--- config.mk ---
export PLATFORM = sky130hd
export DESIGN_NAME = scc_queue
export DESIGN_NICKNAME = d
export VERILOG_FILES = /design/src/hw/rtl/scc_pkg.sv /design/src/hw/rtl/scc_queue.sv
export SDC_FILE = /design/constraint.sdc
export NUM_CORES = 1
export LEC_CHECK = 0
export ABC_AREA = 1
export BUFFER_PORTS_ARGS = -buffer_cell sky130_fd_sc_hd__buf_2
export CAP_MARGIN = 20
export CORE_ASPECT_RATIO = 0.6
export CORE_MARGIN = 1
export CORE_UTILIZATION = 35
export CTS_BUF_LIST = sky130_fd_sc_hd__clkbuf_16
export DETAILED_ROUTE_END_ITERATION = 8
export MAX_ROUTING_LAYER = met4
export SETUP_SLACK_MARGIN = 0.1
export SKIP_LAST_GASP = 1
export SYNTH_ARGS = -nofsm -noshare
export SYNTH_HDL_FRONTEND = slang
export SYNTH_SLANG_ARGS = --single-unit
export TNS_END_PERCENT = 100
--- constraint.sdc ---
create_clock -name aclk -period 15.4 [get_ports aclk]
set_clock_uncertainty 0.2 [all_clocks]
set_input_delay 3.85 -clock aclk [delete_from_list [all_inputs] [get_ports aclk]]
set_output_delay 3.85 -clock aclk [all_outputs]
set_load 0.005 [all_outputs]
--- src/hw/rtl/scc_pkg.sv ---
// ----------------------------------------------------------------------------
// scc_pkg
// Shared types, constants and arithmetic helpers for the scan cluster block.
// ----------------------------------------------------------------------------
package scc_pkg;

    localparam int MAX_SCAN_POINTS = 4096;
    localparam int TRIG_BITS       = 16;
    localparam int CORDIC_ITERS    = 22;
    localparam int CW              = 34;   // CORDIC x/y width, Q2.30 plus headroom
    localparam int ZW              = 26;   // CORDIC angle accumulator width
    localparam int IW              = 5;    // iteration counter width
    localparam int SUMW            = 30;
    localparam int CNTW            = 13;
    localparam int PW              = 18;   // point coordinate width
    localparam int DVW             = 30;   // divider dividend width
    localparam int CIDXW           = 8;

    localparam logic signed [CW-1:0] CORDIC_GAIN = 34'sd652032874;
    localparam int TRIG_SHIFT = 31 - TRIG_BITS;
    localparam logic signed [CW-1:0] TRIG_LIM = CW'((1 << (TRIG_BITS - 1)) - 1);

    localparam logic [CIDXW-1:0] REG_RANGE_LOW   = 8'd0;
    localparam logic [CIDXW-1:0] REG_RANGE_HIGH  = 8'd1;
    localparam logic [CIDXW-1:0] REG_JOIN_DIST   = 8'd2;
    localparam logic [CIDXW-1:0] REG_MIN_POINTS  = 8'd3;
    localparam logic [CIDXW-1:0] REG_START_ANGLE = 8'd4;
    localparam logic [CIDXW-1:0] REG_ANGLE_STEP  = 8'd5;

    typedef struct packed {
        logic [15:0]     range_low_mm;
        logic [15:0]     range_high_mm;
        logic [15:0]     join_distance_mm;
        logic [CNTW-1:0] min_cluster_points;
        logic [15:0]     start_angle;
        logic [15:0]     angle_step;
    } cfg_t;

    // One closed cluster (or a bare scan end when count is zero).
    typedef struct packed {
        logic signed [SUMW-1:0] sum_x;
        logic signed [SUMW-1:0] sum_y;
        logic [CNTW-1:0]        count;
        logic                   valid;
        logic                   last;
    } qent_t;

    function automatic logic signed [ZW-1:0] atan_at(input logic [IW-1:0] i);
        logic signed [ZW-1:0] r;
        r = '0;
        unique case (i)
            5'd0:  r = 26'sd2097152;
            5'd1:  r = 26'sd1238021;
            5'd2:  r = 26'sd654136;
            5'd3:  r = 26'sd332050;
            5'd4:  r = 26'sd166669;
            5'd5:  r = 26'sd83416;
            5'd6:  r = 26'sd41718;
            5'd7:  r = 26'sd20860;
            5'd8:  r = 26'sd10430;
            5'd9:  r = 26'sd5215;
            5'd10: r = 26'sd2608;
            5'd11: r = 26'sd1304;
            5'd12: r = 26'sd652;
            5'd13: r = 26'sd326;
            5'd14: r = 26'sd163;
            5'd15: r = 26'sd81;
            5'd16: r = 26'sd41;
            5'd17: r = 26'sd20;
            5'd18: r = 26'sd10;
            5'd19: r = 26'sd5;
            5'd20: r = 26'sd3;
            5'd21: r = 26'sd1;
            default: r = '0;
        endcase
        return r;
    endfunction

    // Round a Q2.30 CORDIC output to the trig format and clamp it symmetrically.
    function automatic logic signed [TRIG_BITS-1:0] trig_scale(input logic signed [CW-1:0] v);
        logic signed [CW-1:0] t;
        t = (v + CW'(1 << (TRIG_SHIFT - 1))) >>> TRIG_SHIFT;
        if (t > TRIG_LIM) t = TRIG_LIM;
        if (t < -TRIG_LIM) t = -TRIG_LIM;
        return t[TRIG_BITS-1:0];
    endfunction

endpackage

--- src/hw/rtl/scc_queue.sv ---
// ----------------------------------------------------------------------------
// scc_queue
// Small FIFO of closed clusters between the front and back ends.
// ----------------------------------------------------------------------------
module scc_queue (
    input  logic          aclk,
    input  logic          aresetn,
    input  logic          push,
    input  scc_pkg::qent_t push_data,
    output logic          full,
    input  logic          pop,
    output scc_pkg::qent_t head,
    output logic          empty
);
    scc_pkg::qent_t mem_reg [4];
    logic [1:0] wp_reg, rp_reg;
    logic [2:0] cnt_reg;

    assign full  = (cnt_reg == 3'd4);
    assign empty = (cnt_reg == 3'd0);
    assign head  = mem_reg[rp_reg];

    always_ff @(posedge aclk) begin
        if (push && !full) begin
            mem_reg[wp_reg] <= push_data;
        end
    end

    always_ff @(posedge aclk) begin
        if (!aresetn) begin
            wp_reg  <= '0;
            rp_reg  <= '0;
            cnt_reg <= '0;
        end else begin
            if (push && !full) wp_reg <= wp_reg + 2'd1;
            if (pop && !empty) rp_reg <= rp_reg + 2'd1;
            cnt_reg <= cnt_reg + 3'(push && !full) - 3'(pop && !empty);
        end
    end
endmodule

# ---- After elaboration in Yosys (flattened, before gate mapping)
# Memories as Yosys holds them, arrays and structs flattened. A register that Yosys moved wholly into a read port is not among the register bits.
# Index checks and enable logic that the tools add are counted.
dict set report word_totals {
  output_inout_bits 77
  reg_bits 7
  word_cells 18
  ram_bits 300
  mem_count 1
}
# memory depth word_bits read_ports rd_ports_with_merged_regs write_ports line_no
set mem_list {}
lappend mem_list {mem_reg 4 75 1 1 1 scc_queue.sv:15} ;# scc_pkg::qent_t mem_reg [4];
dict set report op_classes {
  n_reduce_logical 5
  eq_ne 1
  n_addsub 4
  mux 4
}
# op count
set op_table {}
lappend op_table {{$add A2 B1 Y2 const B} 2}
lappend op_table {{$mux W2} 2}
lappend op_table {{$add A3 B1 Y3} 1}
lappend op_table {{$eq A3 B3 Y1 const B} 1}
lappend op_table {{$logic_not A3 Y1} 1}
lappend op_table {{$sub A3 B1 Y3} 1}
lappend op_table {{$logic_and A1 B1 Y1} 2}
lappend op_table {{$logic_not A1 Y1} 2}
lappend op_table {{$mux W1} 2}

# ---- Longest topological paths before layout
dict set report logic_depth {
  word_depth 5
  ltp_mapped 11
  mapped_depth_nobuf 11
}

# ---- Worst setup path after synthesis
# Ideal clock, no wire load.
dict set report synth_timing {
  path_kind {input port to flip-flop}
  start {input port push}
  end {memory mem_reg[0][0] (netlist bit) (enable)}
  path_buffers 0
  arrival_time_ns 7.098
  setup_slack_ns 7.593
  path_stages 2
  cell_sequence {nand2_1 nor2_1}
}
dict set report synth_via {
  elab_chain_cells 3
}
# element line_no
set synth_lines {}
lappend synth_lines {{start, declared} scc_queue.sv:8} ;# input logic push,
lappend synth_lines {{$logic_and A1 B1 Y1} scc_queue.sv:24} ;# if (push && !full) begin
lappend synth_lines {{$mux W1} scc_queue.sv:24}
lappend synth_lines {{$mux W1 (implied by the code)} scc_queue.sv:25} ;# mem_reg[wp_reg] <= push_data;
lappend synth_lines {{end, declared} scc_queue.sv:15}
# No other way between the ends.

==> results by group <==
Run status
  • Outcome: finished clean

Timing
  • Hold WS: roughly 0.29 ns
  • Final-report hold violation count: 0
  • Max Slew Vio Count: 0
  • Slew headroom: 32.0%
  • Final setup fails: 0
  • FMAX: between 0.1 and 0.15 GHz
  • Setup TNS: 0 ns
  • Worst slew pin tran: 1.02 ns
  • Tmin final: about 7.3 ns
  • Tcrit/Tclk final: a little under half
  • Unrepaired setup endpoints after global routing: false

Floorplan
  • # rows: 52
  • Placeable Area: between 30000 and 40000 sq um
  • Die area: around 36000 sq um
  • Num ports: 156
  • Die height: ~150 um
  • Initial core utilization: between 30% and 40%
  • Die Width: ~240 um

Logic synthesis
  • Synth Warn #: 0
  • Syn_area_per_cell: 15.4 sq um
  • Synth Cell Area: about 12000 sq um
  • Post-synth ARST share: 0%
  • Synth Area in Adders: 0.780%
  • EDFF count, synth: 300
  • Synth area leader: edfxtp_1
  • Top-count cell post-synth: edfxtp_1
  • Synth top cells by count: 300 x edfxtp_1, 125 x o21ai_0, 122 x nor2_1
  • Synth top area share: 73.9%
  • Register bit total from synthesis: 309
  • Prevailing post-synth register cell: edfxtp_1
  • Mapped Cells: about 790
  • Largest family of logic cells by synthesized area: compound AO/OA/AOI/OAI gates
  • Fraction of synthesized area in multiplexers: 0%
  • Syn_nets: a little under 900
  • Post-Synth XOR/XNOR Area: 0%
  • Post-synthesis compound-gate area fraction: 12.4%
  • Simple-gate portion of the synthesized area: 8.05%
  • Unique masters post-synth: 21
  • Top cells by area, synth: edfxtp_1 74%, o21ai_0 5.1%, o22ai_2 4.1%
  • Sequential share of the synthesized area: between 70% and 80%

Power
  • Pwr dens: approximately 160 nW/um^2
  • P_leak: 4.95 nW
  • Final total power: around 2.4 mW
  • Worst VDD drop: 0.0865 mV

CTS
  • CTS tree: yes
  • # H-tree levels: 1
  • Clock Path Buffers: 3
  • CTS buffer count: 30
  • Clk_lat worst skew: approximately 0.55 ns
  • CTS sink count: between 300 and 400
  • Clk root buf: clkbuf_16
  • Worst-path clk slew: around 0.060 ns
  • CTS resizes: 0
  • CTS Hold Buffers Added: 0
  • Post-CTS setup buffer count: 0

Global route
  • Initial antenna violation count: 4
  • Vias in the first global route: 6805
  • GRT Residual Overflow: 0
  • Largest net degree at the start of global routing: 84
  • GRT Util Overall: around 15%
  • First-pass GRT wire length: about 40000 um

Cells and area
  • Register area: approximately 9200 sq um
  • Number of fillers in the final layout: 3080
  • Finished Layout Cells: roughly 1.4k
  • Nets: 1029
  • Area Overhead vs Synth: 18.4%
  • Flip-flop count of the largest register after layout: 300
  • Design Area, Final: 14400 sq um
  • Area of the multi-input gates: between 2000 and 3000 sq um
  • Fraction of final layout cells sized beyond drive strength 1: a little under a third

Place
  • Hpwl dp: roughly 15000 um
  • Cell count after placement: 1370
  • Post-DP Area: roughly 13000 sq um
  • Placer Congestion: 0.733
  • # port buffers: 155

Setup path
  • Crit Path Class: reg2out
  • CP startpoint kind: flip-flop
  • CP delay by family, top: buffers and inverters
  • Data required, critical path: ~11 ns
  • Crit-path max FO: 80
  • Slowest CP cell: buf_4
  • Buf+Inv Stages, Crit Path: 3
  • Worst path max stage delay: 0.88 ns
  • CP cell instances: inv_8 -> buf_4 -> o21ai_0 -> o22ai_2 -> buf_2
  • Critical path arrival: roughly 3.2 ns
  • Worst setup EP type: output pin

Routing
  • Routed Antenna Nets: 0
  • DR vias: roughly 6.9k
  • Drt total wl: 26100 um
  • Vias per cell: 4.85
  • Drt wl/cell: roughly 18 um
  • First drt pass iteration count: 4
  • Iteration-0 DRC Markers: ~540
  • Residual DRC: 0

Min path
  • Worst min-delay path class: reg2reg

Job
  • Max-cap violation count: 0
## power by group
| group | switching [mW] | total (mW) | leakage (nW) | internal, mW |
|---|---|---|---|---|
| Clock | 0.311 | 0.794 | 0.545 | 0.482 |
| Sequential | 0.0379 | 1.06 | 2.82 | 1.02 |
| Combinational | 0.327 | 0.509 | 1.59 | 0.182 |
| Total | 0.676 | 2.36 | 4.95 | 1.69 |
## final cells by class
| class | count | share of cell area (%) |
|---|---|---|
| inverters | 19 | 0.546 |
| well taps | 459 | 3.98 |
| flip-flops and latches | 309 | 63.7 |
| diodes | 2 | 0.0347 |
| repair buffers | 166 | 6.12 |
| clock inverters | 25 | 2.11 |
| clock buffers | 31 | 5.37 |
| multi-input cells | 417 | 18.2 |
## routing by layer
layer | up-vias | track usage [%] | part of all wire [%]
met2 | 176 | 21.7 | 44
met1 | 3444 | 21.8 | 49
met3 | 39 | 3.16 | 5.6
met5 | - | - | 0
met4 | 0 | 3.02 | 1.7
li1 | 3272 | - | -
## layout by cell type, fill, tap and decap left out, drive strengths merged, types with 2 or more instances in the layout
| cell type | count |
|---|---|
| a21oi | 5 |
| buf | 166 |
| bufinv | 7 |
| clkbuf | 31 |
| clkinv | 12 |
| dfxtp | 9 |
| diode | 2 |
| edfxtp | 300 |
| ha | 6 |
| inv | 24 |
| nand2 | 14 |
| nand3 | 4 |
| nor2 | 162 |
| o21ai | 150 |
| o22ai | 75 |
## worst min-delay path, stage by stage, from the launching register on
cell and delay, ns:
dfxtp_1 0.33, a21oi_1 0.05, nor2_1 0.07
## through the flow
stage	worst slack [ns]	util, %
6_report	8.15	42.5
2_1_floorplan	7.59	-
5_1_grt	7.89	42.5
3_3_place_gp	8.63	39.2
3_5_place_dp	8.58	39.3
4_1_cts	7.97	42.5
## cells by family after synthesis
kind of cell / count (synthesis)
flip-flops: 309
AO/OA/AOI/OAI: 230
AND/OR/NAND/NOR: 180
buffers and inverters: 67
adder cells (fa/ha/maj): 7
## final timing paths
| path | from | end | slack, ns | depth (start not counted) |
|---|---|---|---|---|
| hold reg to reg | rp_reg[0] | rp_reg[0] | 0.29 | 2 |
| setup reg to reg | cnt_reg[1] | mem_reg[3][53] | 12.38 | 5 |
| setup / recovery | flip-flop | head[9] | 8.15 | 5 |
| hold / removal | rp_reg[0] | rp_reg[0] | 0.29 | 2 |
(Power assumes the default switching activity.)
