$ cat src/hw/rtl/scc_pkg.sv
// ----------------------------------------------------------------------------
// scc_pkg
// Shared types, constants and arithmetic helpers for the scan cluster block.
// ----------------------------------------------------------------------------
package scc_pkg;

    localparam int MAX_SCAN_POINTS = 4096;
    localparam int TRIG_BITS       = 16;
    localparam int CORDIC_ITERS    = 22;
    localparam int CW              = 34;   // CORDIC x/y width, Q2.30 plus headroom
    localparam int ZW              = 26;   // CORDIC angle accumulator width
    localparam int IW              = 5;    // iteration counter width
    localparam int SUMW            = 30;
    localparam int CNTW            = 13;
    localparam int PW              = 18;   // point coordinate width
    localparam int DVW             = 30;   // divider dividend width
    localparam int CIDXW           = 8;

    localparam logic signed [CW-1:0] CORDIC_GAIN = 34'sd652032874;
    localparam int TRIG_SHIFT = 31 - TRIG_BITS;
    localparam logic signed [CW-1:0] TRIG_LIM = CW'((1 << (TRIG_BITS - 1)) - 1);

    localparam logic [CIDXW-1:0] REG_RANGE_LOW   = 8'd0;
    localparam logic [CIDXW-1:0] REG_RANGE_HIGH  = 8'd1;
    localparam logic [CIDXW-1:0] REG_JOIN_DIST   = 8'd2;
    localparam logic [CIDXW-1:0] REG_MIN_POINTS  = 8'd3;
    localparam logic [CIDXW-1:0] REG_START_ANGLE = 8'd4;
    localparam logic [CIDXW-1:0] REG_ANGLE_STEP  = 8'd5;

    typedef struct packed {
        logic [15:0]     range_low_mm;
        logic [15:0]     range_high_mm;
        logic [15:0]     join_distance_mm;
        logic [CNTW-1:0] min_cluster_points;
        logic [15:0]     start_angle;
        logic [15:0]     angle_step;
    } cfg_t;

    // One closed cluster (or a bare scan end when count is zero).
    typedef struct packed {
        logic signed [SUMW-1:0] sum_x;
        logic signed [SUMW-1:0] sum_y;
        logic [CNTW-1:0]        count;
        logic                   valid;
        logic                   last;
    } qent_t;

    function automatic logic signed [ZW-1:0] atan_at(input logic [IW-1:0] i);
        logic signed [ZW-1:0] r;
        r = '0;
        unique case (i)
            5'd0:  r = 26'sd2097152;
            5'd1:  r = 26'sd1238021;
            5'd2:  r = 26'sd654136;
            5'd3:  r = 26'sd332050;
            5'd4:  r = 26'sd166669;
            5'd5:  r = 26'sd83416;
            5'd6:  r = 26'sd41718;
            5'd7:  r = 26'sd20860;
            5'd8:  r = 26'sd10430;
            5'd9:  r = 26'sd5215;
            5'd10: r = 26'sd2608;
            5'd11: r = 26'sd1304;
            5'd12: r = 26'sd652;
            5'd13: r = 26'sd326;
            5'd14: r = 26'sd163;
            5'd15: r = 26'sd81;
            5'd16: r = 26'sd41;
            5'd17: r = 26'sd20;
            5'd18: r = 26'sd10;
            5'd19: r = 26'sd5;
            5'd20: r = 26'sd3;
            5'd21: r = 26'sd1;
            default: r = '0;
        endcase
        return r;
    endfunction

    // Round a Q2.30 CORDIC output to the trig format and clamp it symmetrically.
    function automatic logic signed [TRIG_BITS-1:0] trig_scale(input logic signed [CW-1:0] v);
        logic signed [CW-1:0] t;
        t = (v + CW'(1 << (TRIG_SHIFT - 1))) >>> TRIG_SHIFT;
        if (t > TRIG_LIM) t = TRIG_LIM;
        if (t < -TRIG_LIM) t = -TRIG_LIM;
        return t[TRIG_BITS-1:0];
    endfunction

endpackage

$ cat src/hw/rtl/scc_back.sv
// ----------------------------------------------------------------------------
// scc_back
// Pops queue words, divides both sums by the point count with a bit-serial
// restoring divider, skipped for a bare scan end, and presents the result word.
// ----------------------------------------------------------------------------
module scc_back (
    input  logic                 aclk,
    input  logic                 aresetn,
    input  scc_pkg::qent_t       head,
    input  logic                 q_empty,
    output logic                 q_pop,
    output logic                 m_valid,
    input  logic                 m_ready,
    output logic signed [16:0]   m_centroid_x,
    output logic signed [16:0]   m_centroid_y,
    output logic [12:0]          m_point_total,
    output logic                 m_cluster_valid,
    output logic                 m_last_of_scan
);
    typedef enum logic [2:0] {
        B_IDLE = 3'b001,
        B_DIV  = 3'b010,
        B_OUT  = 3'b100
    } bstate_t;

    bstate_t state_reg;
    logic [scc_pkg::DVW-1:0]  qx_reg, qy_reg;
    logic [scc_pkg::CNTW:0]   rx_reg, ry_reg;
    logic [scc_pkg::CNTW-1:0] div_reg;
    logic                     nx_reg, ny_reg, valid_reg, last_reg;
    logic [scc_pkg::IW-1:0]   iter_reg;

    logic [scc_pkg::CNTW:0] tx, ty;
    logic bx, by;

    assign q_pop   = (state_reg == B_IDLE) && !q_empty;
    assign m_valid = (state_reg == B_OUT);

    assign tx = {rx_reg[scc_pkg::CNTW-1:0], qx_reg[scc_pkg::DVW-1]};
    assign ty = {ry_reg[scc_pkg::CNTW-1:0], qy_reg[scc_pkg::DVW-1]};
    assign bx = (tx >= {1'b0, div_reg});
    assign by = (ty >= {1'b0, div_reg});

    assign m_point_total   = div_reg;
    assign m_cluster_valid = valid_reg;
    assign m_last_of_scan  = last_reg;
    assign m_centroid_x    = nx_reg ? -17'(qx_reg) : 17'(qx_reg);
    assign m_centroid_y    = ny_reg ? -17'(qy_reg) : 17'(qy_reg);

    always_ff @(posedge aclk) begin
        if (!aresetn) begin
            state_reg <= B_IDLE;
        end else begin
            unique case (state_reg)
                B_IDLE: if (q_pop) state_reg <= (head.count == '0) ? B_OUT : B_DIV;
                B_DIV:  if (iter_reg == scc_pkg::IW'(scc_pkg::DVW - 1)) state_reg <= B_OUT;
                B_OUT:  if (m_ready) state_reg <= B_IDLE;
                default: state_reg <= B_IDLE;
            endcase
        end
    end

    always_ff @(posedge aclk) begin
        if (q_pop) begin
            nx_reg    <= head.sum_x[scc_pkg::SUMW-1];
            ny_reg    <= head.sum_y[scc_pkg::SUMW-1];
            qx_reg    <= head.sum_x[scc_pkg::SUMW-1] ? scc_pkg::DVW'(-head.sum_x)
                                                     : scc_pkg::DVW'(head.sum_x);
            qy_reg    <= head.sum_y[scc_pkg::SUMW-1] ? scc_pkg::DVW'(-head.sum_y)
                                                     : scc_pkg::DVW'(head.sum_y);
            rx_reg    <= '0;
            ry_reg    <= '0;
            div_reg   <= head.count;
            valid_reg <= head.valid;
            last_reg  <= head.last;
            iter_reg  <= '0;
        end else if (state_reg == B_DIV) begin
            // The quotient bits shift into the dividend register from the bottom.
            rx_reg   <= bx ? tx - {1'b0, div_reg} : tx;
            ry_reg   <= by ? ty - {1'b0, div_reg} : ty;
            qx_reg   <= {qx_reg[scc_pkg::DVW-2:0], bx};
            qy_reg   <= {qy_reg[scc_pkg::DVW-2:0], by};
            iter_reg <= iter_reg + scc_pkg::IW'(1);
        end
    end
endmodule

$ cat config.mk
export PLATFORM = sky130hd
export DESIGN_NAME = scc_back
export DESIGN_NICKNAME = d
export VERILOG_FILES = /design/src/hw/rtl/scc_pkg.sv /design/src/hw/rtl/scc_back.sv
export SDC_FILE = /design/constraint.sdc
export NUM_CORES = 1
export LEC_CHECK = 0
export BUFFER_PORTS_ARGS = -buffer_cell sky130_fd_sc_hd__buf_2
export CELL_PAD_IN_SITES_DETAIL_PLACEMENT = 1
export CELL_PAD_IN_SITES_GLOBAL_PLACEMENT = 1
export CORE_ASPECT_RATIO = 1.2
export CORE_MARGIN = 1
export CORE_UTILIZATION = 39
export DETAILED_ROUTE_END_ITERATION = 7
export PLACE_DENSITY = 0.89
export SYNTH_ARGS = -nofsm -noshare
export SYNTH_HDL_FRONTEND = slang
export SYNTH_SLANG_ARGS = --single-unit
$ cat constraint.sdc
create_clock -name aclk -period 2.8 [get_ports aclk]
set_input_delay 0.14 -clock aclk [delete_from_list [all_inputs] [get_ports aclk]]
set_output_delay 0.14 -clock aclk [all_outputs]
set_load 0.005 [all_outputs]
== After elaboration in Yosys (flattened, before gate mapping) ==
Index checks and enable logic that the tools add are counted.

* Register bits: 111
* Input port bits: 79
* Output and inout port bits: 51
* Logic and storage cells: 47

* Add/sub/neg operators: 7
* Order comparisons: 2
* Equality and inequality tests: 7
* Multiplexer cells: 15
* Reduce and logical (&&, ||, !) cells: 5

{| class="wikitable"
|+ Operators with widths
! kind !! count
|-
| $mux 30 || 6
|-
| $neg 30->30 || 2
|-
| $mux 17 || 2
|-
| $neg 17->17 || 2
|-
| $ge 14x13->1 || 2
|-
| $mux 13 || 2
|-
| $sub 13x13->13 || 2
|-
| $logic_not 13->1 || 1
|-
| $mux 3 || 4
|-
| $pmux 3 s3 || 1
|-
| $add 5x1->5 const B || 1
|-
| $eq 5x5->1 const B || 1
|-
| $ne 2x2->1 const B || 2
|-
| $eq 3x1->1 const B || 1
|-
| $eq 3x2->1 const B || 1
|-
| $eq 3x3->1 const B || 1
|-
| $reduce_and 3->1 || 1
|-
| $ne 2x1->1 const B || 1
|-
| $reduce_bool 2->1 || 1
|-
| $logic_and 1x1->1 || 1
|-
| $logic_not 1->1 || 1
|}

== Depth between registers and ports, before layout ==
* Depth in word-level cells: 4
* Depth in mapped cells: 11
* Gate-level depth less buffers: 10

== Least setup slack after synthesis ==
OpenSTA, ideal clock, no wires.

* Kind: register to register
* Start: register state_reg[2]
* End: register qx_reg[0] in the netlist's numbering (enable)
* Library setup time: 415 ps
* Arrival time: 2361 ps
* Data required time: 2385 ps
* Path slack: 24 ps
* Stages on the path, launching flop included: 8
* Buffers on the path: 1
* Clock period less this slack: 2776 ps
* Path through: dfxtp_1 -> nor2_1 -> and2_1 -> nand2b_1 -> clkbuf_1 -> inv_1 -> nor2_1 -> inv_1

* Longest elaborated chain between the ends: 3
* Elaborated cells on any way between the ends: 4
* Those cells by class: eq/ne (2); reduce/logical (2)

{| class="wikitable"
|+ Ends and longest elaborated chain
! element !! RTL line !! text
|-
| from (decl) || scc_back.sv:26 || <nowiki>bstate_t state_reg;</nowiki>
|-
| from (signal assigned) || scc_back.sv:55 || <nowiki>B_IDLE: if (q_pop) state_reg <= (head.count == '0) ? B_OUT : B_DIV;</nowiki>
|-
| $eq 3x1->1 || scc_back.sv:36 || <nowiki>assign q_pop = (state_reg == B_IDLE) && !q_empty;</nowiki>
|-
| $logic_and 1x1->1 || scc_back.sv:36 ||
|-
| $reduce_bool 2->1 (no source line) * || -- ||
|-
| to (signal assigned) || scc_back.sv:67 || <nowiki>qx_reg <= head.sum_x[scc_pkg::SUMW-1] ? scc_pkg::DVW'(-head.sum_x)</nowiki>
|-
| to (signal assigned) || scc_back.sv:81 || <nowiki>qx_reg <= {qx_reg[scc_pkg::DVW-2:0], bx};</nowiki>
|-
| to (decl) || scc_back.sv:27 || <nowiki>logic [scc_pkg::DVW-1:0] qx_reg, qy_reg;</nowiki>
|}

Every way passes the cells marked *; elsewhere a longest branch is shown, timed or not.
A chain may end at the register's enable or synchronous reset.

== Final worst setup path ==
* Start: register qx_reg[1] in the netlist's numbering
* End: output m_centroid_x[14]

* Longest elaborated chain between the ends: 2

{| class="wikitable"
|+ Ends and longest elaborated chain
! element !! RTL line !! text
|-
| $neg 17->17 || scc_back.sv:47 || <nowiki>assign m_centroid_x = nx_reg ? -17'(qx_reg) : 17'(qx_reg);</nowiki>
|-
| $mux 17 || scc_back.sv:47 ||
|-
| to (decl) || scc_back.sv:14 || <nowiki>output logic signed [16:0] m_centroid_x,</nowiki>
|}

Every way passes these cells.

==> summary.txt <==
clk sink count -> 111
synthesized area per cell -> 9.07 µm²
Critical Path End Type -> output pin
highest clock rate -> 0.366 GHz
share of cells above drive strength 1 -> 19.3%
worst-path maximum fanout -> 4
IO buf count -> 129
DR pass1 iterations -> 4
DIE AREA -> 19,600 µm²
Yosys warnings -> 0
max incr delay on CP -> 0.42 ns
nets@finish -> 1,070
routed vias/inst -> 5.49
Max clock buf depth -> 2
gp weighted congestion -> 0.847
Final Cell Area -> 8860 µm²
worst vdd ir -> 0.460 mV
Placed Cells incl. Taps -> 1,184
Synth Net Count -> 930
Worst Tran Pin Value -> 0.629 ns
Synth Instances -> 817
final setup vio count -> 0
DRT iter0 DRCs -> 312
Final Non-Filler Cells -> 1,217
Worst setup SP type -> flip-flop
total wire length -> 21,200 µm
core area -> 18,400 µm²
hpwl dp -> 15,200 µm
Yosys top cell by area -> edfxtp_1
RSZ-0062 raised after global routing -> yes
largest net degree at the start of global routing -> 57
Synth area leaders -> edfxtp_1 (31%), dfxtp_1 (9.2%), o21ai_0 (7.8%)
chip height -> 153 µm
number of global-route vias before repair -> 6,938
root buf cell -> clkbuf_16
internal reg-to-reg setup slack -> 0.16 ns
Routed wire per std cell -> 17.5 µm
Top delay family on crit path -> simple AND/OR/NAND/NOR gates
Critical Path RT -> 2.66 ns
Post-Syn Area -> 7410 µm²
fin. max-slew vios -> 0
most frequent cells in the layout -> buf_2 (129), nand2_1 (123), o21ai_0 (114)
Final Cycle Share -> 97.6%
Unique masters post-synth -> 57
WS Path Type -> flip-flop to output pin
crit path cell chain -> inv_2 > ha_4 > nand2_1 > or3_1 > or2_4 > or3_4 > o31ai_4 > xnor2_1 > buf_2
clk slew on worst S/H paths -> 0.07 ns
Post-synth ARST share -> 0%
Final Hold Fails -> 0
Tot GR Track Use -> 22.4%
total grt overflow -> 0
Clk Latency, worst-skew pair -> 0.36 ns
area growth from synthesis to layout -> 19.5%
Slew headroom -> 58.1%
DIE WIDTH -> 128 µm
pwr/cell area -> 927 nW/µm²
Fill cells -> 2,224
global-route wire length before repair -> 34,800 µm
Tmin final -> 2.73 ns
Power, Total -> 0.00821 W
Lkg Pwr -> 3.61 nW
DRC violations left -> 0
worst hold-check path type -> primary input to flip-flop
CTS tree -> done
critical path's slowest cell -> edfxtp_1
maxcap violations -> 0
antenna violations before repair -> 4
Vias -> 6,684
sequential area share after synthesis -> 40.4%
H-tree lvl count -> 3
status -> finished clean
CP arrival -> 2.59 ns
Yosys reg bits -> 111
placement-stage cell area -> 8380 µm²
share of the synthesized area in the top cell type -> 31.2%
Most used DFF post-synth -> edfxtp_1
CTS buffer count -> 9
most common cell after layout, fill and taps aside -> buf_2
IO Count -> 130
CP bufs+invs -> 2
EDFF count, synth -> 77
Final Skew -> 0.00949 ns
# rows -> 54
Final ANT Viol Nets -> 0
Initial Utilization -> 40.3%
-- routing by layer --
| layer | GRT usage [%] | vias to the layer above | wire length, µm |
|---|---|---|---|
| li1 | - | 3244 | - |
| met1 | 25.3 | 3277 | 8570 |
| met3 | 4.45 | 39 | 804 |
| met4 | 8.85 | 2 | 583 |
| met2 | 40.7 | 122 | 11300 |
| met5 | 0 | - | 8 |
-- report_power, final --
| group | leakage, nW | switching, W | internal [W] |
|---|---|---|---|
| clock | 0.134 | 0.000615 | 0.000608 |
| combinational | 2.47 | 0.00224 | 0.00150 |
| sequential | 1.01 | 0.000529 | 0.00272 |
-- logic make-up after synthesis --
kind of cell	after synthesis	synth area share [%]
adder cells (fa/ha/maj)	34	5.94
multiplexers	13	1.79
flip-flops	111	40.4
XOR/XNOR	106	12.5
buffers and inverters	63	3.43
AND/OR/NAND/NOR	258	16.7
AO/OA/AOI/OAI	232	19.2
-- timing repair --
item / 4_1_cts / 5_1_grt
buffers inserted: 1 / 0
setup endpoints to repair: 2 / 15
pin swaps: 0 / 4
hold buffers: 13 / 0
endpoints found under the hold margin: 13 / 0
resized for setup: 4 / 11
-- final timing paths --
kind | from | endpoint | cells past startpoint
hold reg to reg | rx_reg[11]$_SDFFE_PP0P_ | rx_reg[11]$_SDFFE_PP0P_ | 2
setup reg to reg | m_point_total[0]$_DFFE_PP_ | rx_reg[1]$_SDFFE_PP0P_ | 10
hold / removal | head[3] | m_point_total[1]$_DFFE_PP_ | 1
setup / recovery | qx_reg[1]$_DFFE_PP_ | m_centroid_x[14] | 9
-- layout make-up --
type	count	area (µm²)	share of cell area, %
clock inverters	5	33.8	0.381
well taps	252	315	3.56
repair buffers	162	930	10.5
clock buffers	11	233	2.63
diodes	3	7.51	0.0847
multi-input cells	643	4240	47.8
inverters	30	113	1.27
flip-flops and latches	111	2990	33.8
-- metrics by stage --
stage / hold slack, ns / setup WS (ns) / TNS (ns) / utilization [%]
floorplan: 0.239 / 0.0242 / 0 / -
global placement: 0.316 / 0.0578 / 0 / 45.6
detailed placement: 0.318 / -0.0178 / -0.0178 / 45.6
CTS: 0.00344 / 0.00382 / 0 / 47.9
global route: 0.000720 / -0.00981 / -0.0159 / 48.2
finish: 0.0120 / 0.0666 / 0 / 48.2
-- synth_stat cells, types with 14 or more instances --
master	instances
edfxtp_1	77
ha_1	32
clkbuf_1	30
dfxtp_1	34
inv_1	30
nand3_1	15
a21oi_1	35
xor2_1	56
or3_1	18
xnor2_1	50
o31ai_1	28
nand2_1	123
nand2b_1	14
o21ai_0	115
nor2_1	31
No activity file was read; power rests on OpenSTA's default activity.
